[config.mk]
export PLATFORM = sky130hd
export DESIGN_NAME = lavm_front
export DESIGN_NICKNAME = d
export VERILOG_FILES = /design/src/rtl/lavm_pkg.sv /design/src/rtl/lavm_front.sv
export SDC_FILE = /design/constraint.sdc
export NUM_CORES = 1
export LEC_CHECK = 0
export ABC_AREA = 1
export BUFFER_PORTS_ARGS = -buffer_cell sky130_fd_sc_hd__buf_4
export CORE_ASPECT_RATIO = 0.5
export CORE_MARGIN = 10
export CORE_UTILIZATION = 55
export DETAILED_ROUTE_END_ITERATION = 10
export PLACE_DENSITY = 0.89
export RECOVER_POWER = 25
export SYNTH_ARGS = -nofsm -noshare
export SYNTH_HDL_FRONTEND = slang
export SYNTH_SLANG_ARGS = --single-unit
[constraint.sdc]
create_clock -name clk -period 50 [get_ports clk]
set_input_delay 7.5 -clock clk [delete_from_list [all_inputs] [get_ports clk]]
set_output_delay 7.5 -clock clk [all_outputs]
set_load 0.01 [all_outputs]
[src/rtl/lavm_pkg.sv]
`timescale 1ns / 1ps
// ----------------------------------------------------------------------------
// lavm_pkg
// Shared types, constants and fixed-point helpers of the look-at view matrix
// core.
// ----------------------------------------------------------------------------
package lavm_pkg;

  localparam int DIR_FRAC_BITS    = 30;
  localparam int MIN_LEN_W        = 30;
  localparam int LAVM_QUEUE_DEPTH = 2;

  localparam logic [MIN_LEN_W-1:0] MINLEN_RESET = MIN_LEN_W'(1074);
  localparam logic signed [31:0]   ONE_DIR      = 32'sd1 <<< DIR_FRAC_BITS;
  localparam logic signed [31:0]   Q16_ONE      = 32'sd65536;
  localparam logic signed [67:0]   RND_HALF     = 68'sd1 <<< (DIR_FRAC_BITS - 1);

  typedef struct packed {
    logic signed [31:0] eye_x;
    logic signed [31:0] eye_y;
    logic signed [31:0] eye_z;
    logic signed [31:0] view_x;
    logic signed [31:0] view_y;
    logic signed [31:0] view_z;
    logic signed [31:0] up_x;
    logic signed [31:0] up_y;
    logic signed [31:0] up_z;
  } lavm_in_t;

  typedef struct packed {
    logic [1:0]         column_index;
    logic signed [31:0] elem0;
    logic signed [31:0] elem1;
    logic signed [31:0] elem2;
    logic signed [31:0] elem3;
    logic               degenerate;
    logic               is_last;
  } lavm_out_t;

  typedef logic [2:0][31:0] vec3_t;

  function automatic logic [31:0] pick3(input vec3_t v, input logic [1:0] idx);
    logic [31:0] r;
    case (idx)
      2'd1:    r = v[1];
      2'd2:    r = v[2];
      default: r = v[0];
    endcase
    return r;
  endfunction

  // Round to nearest (halves toward plus infinity) while dropping the
  // direction fraction bits.
  function automatic logic signed [67:0] rnd(input logic signed [67:0] x);
    logic signed [67:0] s;
    s = x + RND_HALF;
    return s >>> DIR_FRAC_BITS;
  endfunction

  function automatic logic signed [31:0] sat32(input logic signed [67:0] x);
    logic signed [31:0] r;
    if (x > 68'sd2147483647) r = 32'sh7fffffff;
    else if (x < -68'sd2147483648) r = 32'sh80000000;
    else r = x[31:0];
    return r;
  endfunction

endpackage

[src/rtl/lavm_front.sv]
`timescale 1ns / 1ps
// ----------------------------------------------------------------------------
// lavm_front
// Input side: takes items from the input channel into a short queue that
// the back end drains at its own pace.
// ----------------------------------------------------------------------------
module lavm_front import lavm_pkg::*; #(
  parameter int DEPTH = LAVM_QUEUE_DEPTH
) (
  input  logic     clk,
  input  logic     rst_n,
  input  logic     in_valid,
  output logic     in_stall,
  input  lavm_in_t in_data,
  output logic     q_valid,
  output lavm_in_t q_data,
  input  logic     q_pop
);

  localparam int PW = $clog2(DEPTH);
  localparam int CW = $clog2(DEPTH + 1);

  lavm_in_t        mem_r [DEPTH];
  logic [PW-1:0]   wr_ptr_r;
  logic [PW-1:0]   rd_ptr_r;
  logic [CW-1:0]   count_r;
  logic            push;

  assign in_stall = (count_r == CW'(DEPTH));
  assign push     = in_valid && !in_stall;
  assign q_valid  = (count_r != '0);
  assign q_data   = mem_r[rd_ptr_r];

  always_ff @(posedge clk) begin
    if (!rst_n) begin
      wr_ptr_r <= '0;
      rd_ptr_r <= '0;
      count_r  <= '0;
    end else begin
      if (push) begin
        mem_r[wr_ptr_r] <= in_data;
        wr_ptr_r <= (wr_ptr_r == PW'(DEPTH - 1)) ? '0 : wr_ptr_r + 1'b1;
      end
      if (q_pop) begin
        rd_ptr_r <= (rd_ptr_r == PW'(DEPTH - 1)) ? '0 : rd_ptr_r + 1'b1;
      end
      if (push && !q_pop) count_r <= count_r + 1'b1;
      else if (!push && q_pop) count_r <= count_r - 1'b1;
    end
  end

endmodule

---- After elaboration in Yosys (flattened, before gate mapping) ----
Memories as Yosys holds them, arrays and structs flattened. A register that Yosys moved wholly into a read port is not among the register bits.
Cells that the tools add are included.
cells by class
  mux-type cells .......................... 9
  equality and inequality tests ........... 1
  $add $sub $neg .......................... 4
  reduce and logical (&&, ||, !) cells .... 8
operators with widths
  kind                                                                number
  1-bit 2-to-1 mux                                                    7
  2-bit 2-to-1 mux                                                    2
  2-bit nonzero test                                                  2
  1-bit logical AND                                                   3
  1-bit logical NOT                                                   3
  1-bit adder, second input constant                                  2
  2-bit by 1-bit adder with 2-bit output, second input constant       1
  2-bit == test, second input constant                                1
  2-bit by 1-bit subtractor with 2-bit output, second input constant  1
storage, ports and cells
  register bits ........................... 4
  memories kept ........................... 1
  word-level logic and storage cells ...... 26
  input port bits ......................... 292
  output and inout port bits .............. 290
  bits in writable memories ............... 576
memories
  name   words  bits a word  read ports  clocked after Yosys merged registers in  wr ports  RTL line          source
  mem_r  2      288          1           1                                        1         lavm_front.sv:23  lavm_in_t mem_r [DEPTH];

---- Logic depth before layout (Yosys ltp) ----
Gate-level depths: netlist of run 1.
  depth in word-level cells ............... 7
  mapped depth ............................ 10
  depth with buffers taken out ............ 10

---- Worst setup path after synthesis of run 1 ----
OpenSTA, ideal clock, no wires.
  kind .................................... input to register
  from .................................... input port rst_n
  to ...................................... memory mem_r[1][0] (netlist bit) (enable)
  stages on the path ...................... 2
  arrival ................................. 26.998 ns
  required time ........................... 48.707 ns
  setup time .............................. 1.293 ns
  path buffers ............................ 0
  setup slack ............................. 21.709 ns
  cells stage by stage .................... inv_1 nor3_1
on the way
  longest elaborated chain between the ends .. 2
RTL lines
  what                                    RTL line          source
  start, declared                         lavm_front.sv:11  input logic rst_n,
  1-bit 2-to-1 mux                        lavm_front.sv:35  if (!rst_n) begin
  1-bit 2-to-1 mux (not written as such)  lavm_front.sv:41  mem_r[wr_ptr_r] <= in_data;
  end, declared                           lavm_front.sv:23
No other way between the ends.

==> results by group, run 1 <==
Detailed routing
  • DR vias: 11.3k
  • Remaining DRCs: 0
  • Metal1 wirelength: 18100 microns
  • Top Layer Used: met4
  • Final wirelength: 57000 microns
  • Vias per inst: 5.35
  • Final ANT Viol Nets: 0
  • Wire length on met2: 34000 microns
  • Drt pass-1 iters: 5
  • Initial DRC count: 901
  • Wire per inst: 26.9 microns
  • Routed wl met3: 2290 microns

Clock tree
  • CTS max path bufs: 3
  • Clk sink count: 581
  • Post-CTS setup buffers: 0
  • Max H-tree Level: 2
  • CTS tree: built
  • # hold bufs at CTS: 0
  • Post-cts resize count: 0
  • TritonCTS buffer count: 48
  • Reg clk slew, reported paths: 0.06 ns
  • Clk root buf: clkbuf_16
  • Clock insertion delay at the later pin of the skew report: 0.56 ns

Timing
  • Fmax achieved: 90.0 MHz
  • Minimum clock period: 11.12 ns
  • Setup ws final: 38.88 ns
  • Unrepaired setup endpoints after global routing: false
  • Final critical-path share of the clock period: 22.2%
  • Slew margin rel.: 23.2%
  • Hold slack: 0.533 ns
  • Setup_tns: 0 ns
  • Clk_skew: 0.0217 ns
  • Final Hold Vio Count: 0
  • Worst slew pin tran: 1.15 ns
  • Endpoints failing setup: 0
  • Slew Limit Fails: 0

Worst hold path
  • Worst Hold Launch: wr_ptr_r
  • Hold Crit Endpoint: wr_ptr_r
  • Hold Path Depth: 2
  • Worst Hold Class: reg2reg

Power
  • Leakage: 0.0106 uW
  • P per Cell Area: 38.4 nW/um^2
  • Max VDD drop: 0.0000299 V

Logic synthesis
  • Post-synthesis sequential area ratio: 79.6%
  • Post-Syn Instances: 932
  • Top-area cell type share of the netlist area: 79.1%
  • Seq cells post-synth: 581
  • Synth top area cells: edfxtp_1, mux2_4, mux2_2, buf_6, dfxtp_1
  • Syn nets: 1225
  • Post-Syn Area per Cell: 23.5 sq um
  • Area leader, netlist: edfxtp_1
  • Syn. warnings: 0
  • Mapped Area: 21900 sq um
  • Distinct cell type count after synthesis: 16

Worst setup path
  • FF-to-FF End: mem_r[1][209]
  • Arr. time, crit path: 3.62 ns
  • Crit-path slowest cell: buf_4
  • Register-to-Register Path Depth: 6
  • CP peak stage delay: 0.99 ns
  • Top delay family on crit path: buffers and inverters
  • Startpoint Class: flop
  • Crit path top cell by count: buf_4
  • CP Cell Sequence: buf_12 > buf_4 > mux2_4 > buf_4
  • Setup Crit Path Kind: reg2out
  • Buffers plus inverters on the worst setup path: 3
  • Launch point of the worst reg-to-reg path: count_r[1]
  • CP Max Fanout: 156
  • R2R Setup Slk: 46.09 ns
  • Crit path capture type: output pin
  • Critical Path RT: 42.50 ns

Floorplanning
  • Die width: 302 microns
  • Die H: 161 microns
  • Total core area: 39100 sq um
  • Die area: 48600 sq um
  • Starting Density: 56.0%
  • Io pins: 582
  • Cell Rows: 51

Placement
  • Placed cell area: 26700 sq um
  • RePlAce Congestion: 0.873
  • Port buffer count: 581
  • Half-perimeter wire length after placement: 41100 microns
  • Setup WS pre-CTS: 38.87 ns

Global route
  • Congestion Overflow GR: 0
  • Vias in the first global route: 12.2k
  • Initial antenna violation count: 7
  • First-pass GRT wire length: 80800 microns
  • Tot GR Track Use: 22.6%
  • Largest net degree at the start of global routing: 186

Final layout
  • Most frequent cells in the layout: edfxtp_1, buf_4, mux2_4
  • FF+latch area: 17400 sq um
  • Fraction of layout cells with a size suffix above 1: 56.9%
  • Synth-to-Final Area Change: 28.0%
  • Final Cell Area: 28000 sq um
  • Fillcell total: 2403
  • Most common cell after layout, fill and taps aside: edfxtp_1
  • Final nets: 1833
  • Post-layout util: 71.6%
  • Multi-input logic area: 4120 sq um

Outcome
  • Outcome: finished, final reports clean

Flow run
  • Max Cap Violations: 0
[per-layer routing]
layer / global-route usage (%) / vias up
met5: 0 / -
met4: 9.79 / 0
met3: 4.20 / 158
met2: 45.2 / 403
met1: 22.2 / 5816
li1: - / 4934
[how the worst max path moves through the flow]
stage | startpoint | endpoint | depth (start not counted)
2_1_floorplan | rst_n | mem_r[1][0] | 2
3_3_place_gp | rst_n | mem_r[1][106] | 6
3_5_place_dp | rst_n | mem_r[1][106] | 6
4_1_cts | flop | q_data[47] | 4
5_1_grt | flop | q_data[47] | 4
6_report | flop | q_data[47] | 4
[worst min-delay path: stages, from the launching register on]
cell,delay (ns)
dfxtp_1,0.32
nand2_1,0.07
a21oi_1,0.08
[synth_stat cells]
library cell and number:
xnor2_1 1, buf_2 6, ha_1 1, buf_6 26, o21ai_0 2, a21oi_1 2
nor2_1 6, nand2_1 7, nand4_1 1, mux2_4 201, inv_1 9, nor3_1 1
nand3_1 1, dfxtp_1 5, edfxtp_1 576, mux2_2 87
[sequential cells by signal, indices dropped and copies added, names as in the netlist, named ones only]
name      count
wr_ptr_r      1
rd_ptr_r      1
mem_r       576
count_r       2
[where the power goes]
| part | internal [uW] | switching (uW) |
|---|---|---|
| sequential | 562 | 6.44 |
| combinational | 75.6 | 69.8 |
| clock | 196 | 165 |
[cell type report]
cell class,instances,area share (%)
Tap cell,530,2.37
Sequential cell,581,62.2
Clock buffer,64,4.58
Multi-Input combinational cell,310,14.7
Antenna cell,8,0.0716
Timing Repair Buffer,590,15.3
Inverter,9,0.121
Clock inverter,23,0.680
[logic make-up (layout without fill, tap and decap cells)]
family          Yosys count  count (layout)  synth area share (%)
compound gates            4               4                0.0916
xor+xnor                  1               1                0.0401
mux                     288             288                  18.3
other cells               0               8                     0
buf+inv                  41             686                  1.63
simple gates             16              16                 0.298
flops                   581             581                  79.6
fa+ha+maj                 1               1                0.0572
[per-stage QoR]
step	power (uW)	std cells
2_1_floorplan	665	932
3_3_place_gp	721	2020
3_5_place_dp	727	2020
4_1_cts	1090	2107
5_1_grt	1110	2115
6_report	1080	2115
No activity file was read; power rests on OpenSTA's default activity.
==> run 2: changes to the inputs <==
CORE_UTILIZATION = 47   (was 55)
PLACE_DENSITY = 0.81   (was 0.89)
clock period = 9.7 ns   (was 50 ns; I/O delays follow)
==> results by group, run 2 (synthesis results as in run 1) <==
Outcome
  • Outcome: finished, final reports clean (unchanged)

Clock tree
  • Max H-tree Level: 2 (unchanged)
  • TritonCTS buffer count: 51 (was 48)
  • CTS max path bufs: 3 (unchanged)
  • Post-CTS setup buffers: 0 (unchanged)
  • Post-cts resize count: 0 (unchanged)
  • Clock insertion delay at the later pin of the skew report: 0.56 ns (about the same)
  • CTS tree: built (unchanged)
  • Clk root buf: clkbuf_16 (unchanged)
  • # hold bufs at CTS: 0 (unchanged)
  • Reg clk slew, reported paths: 0.07 ns (was 0.06 ns)
  • Clk sink count: 581 (unchanged)

Power
  • P per Cell Area: 204 nW/um^2 (was 38.4 nW/um^2)
  • Max VDD drop: 0.000129 V (was 0.0000299 V)
  • Pwr Total: 5790 uW (was 1080 uW)
  • Leakage: 0.0108 uW (was 0.0106 uW)

Detailed routing
  • Drt pass-1 iters: 5 (unchanged)
  • Final wirelength: 58500 microns (was 57000 microns)
  • Wire per inst: 26.4 microns (was 26.9 microns)
  • Final ANT Viol Nets: 0 (unchanged)
  • Vias per inst: 5.04 (was 5.35)
  • DR vias: 11.1k (was 11.3k)
  • Initial DRC count: 992 (was 901)
  • Remaining DRCs: 0 (unchanged)

Floorplanning
  • Cell Rows: 55 (was 51)
  • Die area: 56100 sq um (was 48600 sq um)
  • Die H: 172 microns (was 161 microns)
  • Starting Density: 48.0% (was 56.0%)
  • Total core area: 45600 sq um (was 39100 sq um)
  • Die width: 325 microns (was 302 microns)
  • Io pins: 582 (unchanged)

Timing
  • Worst slew pin tran: 1.10 ns (was 1.15 ns)
  • Unrepaired setup endpoints after global routing: false (unchanged)
  • Endpoints failing setup: 0 (unchanged)
  • Setup_tns: 0 ns (unchanged)
  • Final critical-path share of the clock period: 50.3%
  • Fmax achieved: 205 MHz
  • Final Hold Vio Count: 0 (unchanged)
  • Slew margin rel.: 26.4% (was 23.2%)
  • Clk_skew: 0.0192 ns (was 0.0217 ns)
  • Minimum clock period: 4.88 ns
  • Slew Limit Fails: 0 (unchanged)

Worst setup path
  • Buffers plus inverters on the worst setup path: 3 (unchanged)
  • Critical Path RT: 8.25 ns (was 42.50 ns)
  • CP Cell Sequence: buf_12 > buf_12 > mux2_4 > buf_4 (was buf_12 > buf_4 > mux2_4 > buf_4)
  • Top delay family on crit path: buffers and inverters (unchanged)
  • Crit-path slowest cell: dfxtp_4 (was buf_4)
  • Crit path capture type: output pin (unchanged)
  • R2R Setup Slk: 6.22 ns (was 46.09 ns)
  • Setup Crit Path Kind: reg2out (unchanged)
  • Crit path top cell by count: buf_12 (was buf_4)
  • CP peak stage delay: 0.79 ns (was 0.99 ns)
  • CP Max Fanout: 136 (was 156)
  • Startpoint Class: flop (unchanged)
  • Arr. time, crit path: 3.42 ns (was 3.62 ns)

Placement
  • DP Cell Count: 2116 (was 2020)
  • RePlAce Congestion: 0.877 (was 0.873)
  • Port buffer count: 581 (unchanged)
  • Placed cell area: 26800 sq um (was 26700 sq um)
  • Half-perimeter wire length after placement: 42700 microns (was 41100 microns)

Global route
  • First-pass GRT wire length: 78800 microns (was 80800 microns)
  • Congestion Overflow GR: 0 (unchanged)
  • Tot GR Track Use: 19.5% (was 22.6%)
  • Initial antenna violation count: 6 (was 7)
  • Largest net degree at the start of global routing: 138 (was 186)
  • Vias in the first global route: 11.5k (was 12.2k)

Final layout
  • Most frequent cells in the layout: edfxtp_1, buf_4, mux2_4 (unchanged)
  • Most common cell after layout, fill and taps aside: edfxtp_1 (unchanged)
  • Fillcell total: 3260 (was 2403)
  • Post-layout util: 62.4% (was 71.6%)
  • Synth-to-Final Area Change: 30.1% (was 28.0%)
  • Max reg flops: 576 (unchanged)
  • Top flop regs: mem_r x576, count_r x2 (unchanged)
  • Final nets: 1835 (was 1833)
  • Fraction of layout cells with a size suffix above 1: 58.5% (was 56.9%)
  • Final Cell Area: 28400 sq um (was 28000 sq um)
  • Final non-filler cell total: 2214 (was 2115)
  • Largest reg by FF count: mem_r (unchanged)

Flow run
  • Max Cap Violations: 0 (unchanged)

Worst hold path
  • Worst Hold Class: reg2reg (unchanged)
==> run 2: cell count changes in the layout (fill, tap and decap cells not counted), sizes merged <==
cell / before / now
buf: 399 / 398
bufinv: 3 / 8
clkbuf: 255 / 254
clkinv: 18 / 19
diode: 8 / 6
==> run 2: per-stage QoR <==
step	hold slack, ns	worst slack, ns
detailed placement	0.476	5.11
global route	0.528	4.51
floorplan	0.445	0.0325
global placement	0.463	5.11
CTS	0.486	4.64
finish	0.489	4.82
==> run 2: worst min-delay path: stages, from the launching register on <==
cell and delay [ns]:
dfxtp_1 0.31, nand2_1 0.07, a21oi_1 0.06
==> run 2: per-layer routing <==
metal	share of wire, %	vias up	track usage, %
met4	4.1	2	8.05
met2	58	361	38.8
met5	0.012	-	0
met3	4.9	123	3.84
met1	33	5721	19.8
li1	-	4942	-
==> run 2: area by class of cell <==
| type | count | area [sq um] | area share, % |
|---|---|---|---|
| Clock inverter | 29 | 345 | 1.21 |
| Multi-Input combinational cell | 310 | 4120 | 14.5 |
| Timing Repair Buffer | 589 | 4370 | 15.4 |
| Inverter | 9 | 33.8 | 0.119 |
| Clock buffer | 63 | 1360 | 4.80 |
| Antenna cell | 6 | 15.0 | 0.0528 |
| Sequential cell | 581 | 17400 | 61.2 |
| Tap cell | 627 | 785 | 2.76 |
==> run 2: final timing paths <==
check	from	to	depth (start not counted)
min reg2reg	wr_ptr_r	wr_ptr_r	2
min	wr_ptr_r	wr_ptr_r	2
max reg2reg	count_r[1]	mem_r[0][157]	7
max	flop	q_data[238]	4
==> run 2: where the power goes <==
part	switching (uW)	leakage, uW	internal, uW
Sequential	35.5	0.00531	2900
Clock	882	0.000841	1210
Combinational	365	0.00463	394
Total	1280	0.0108	4500
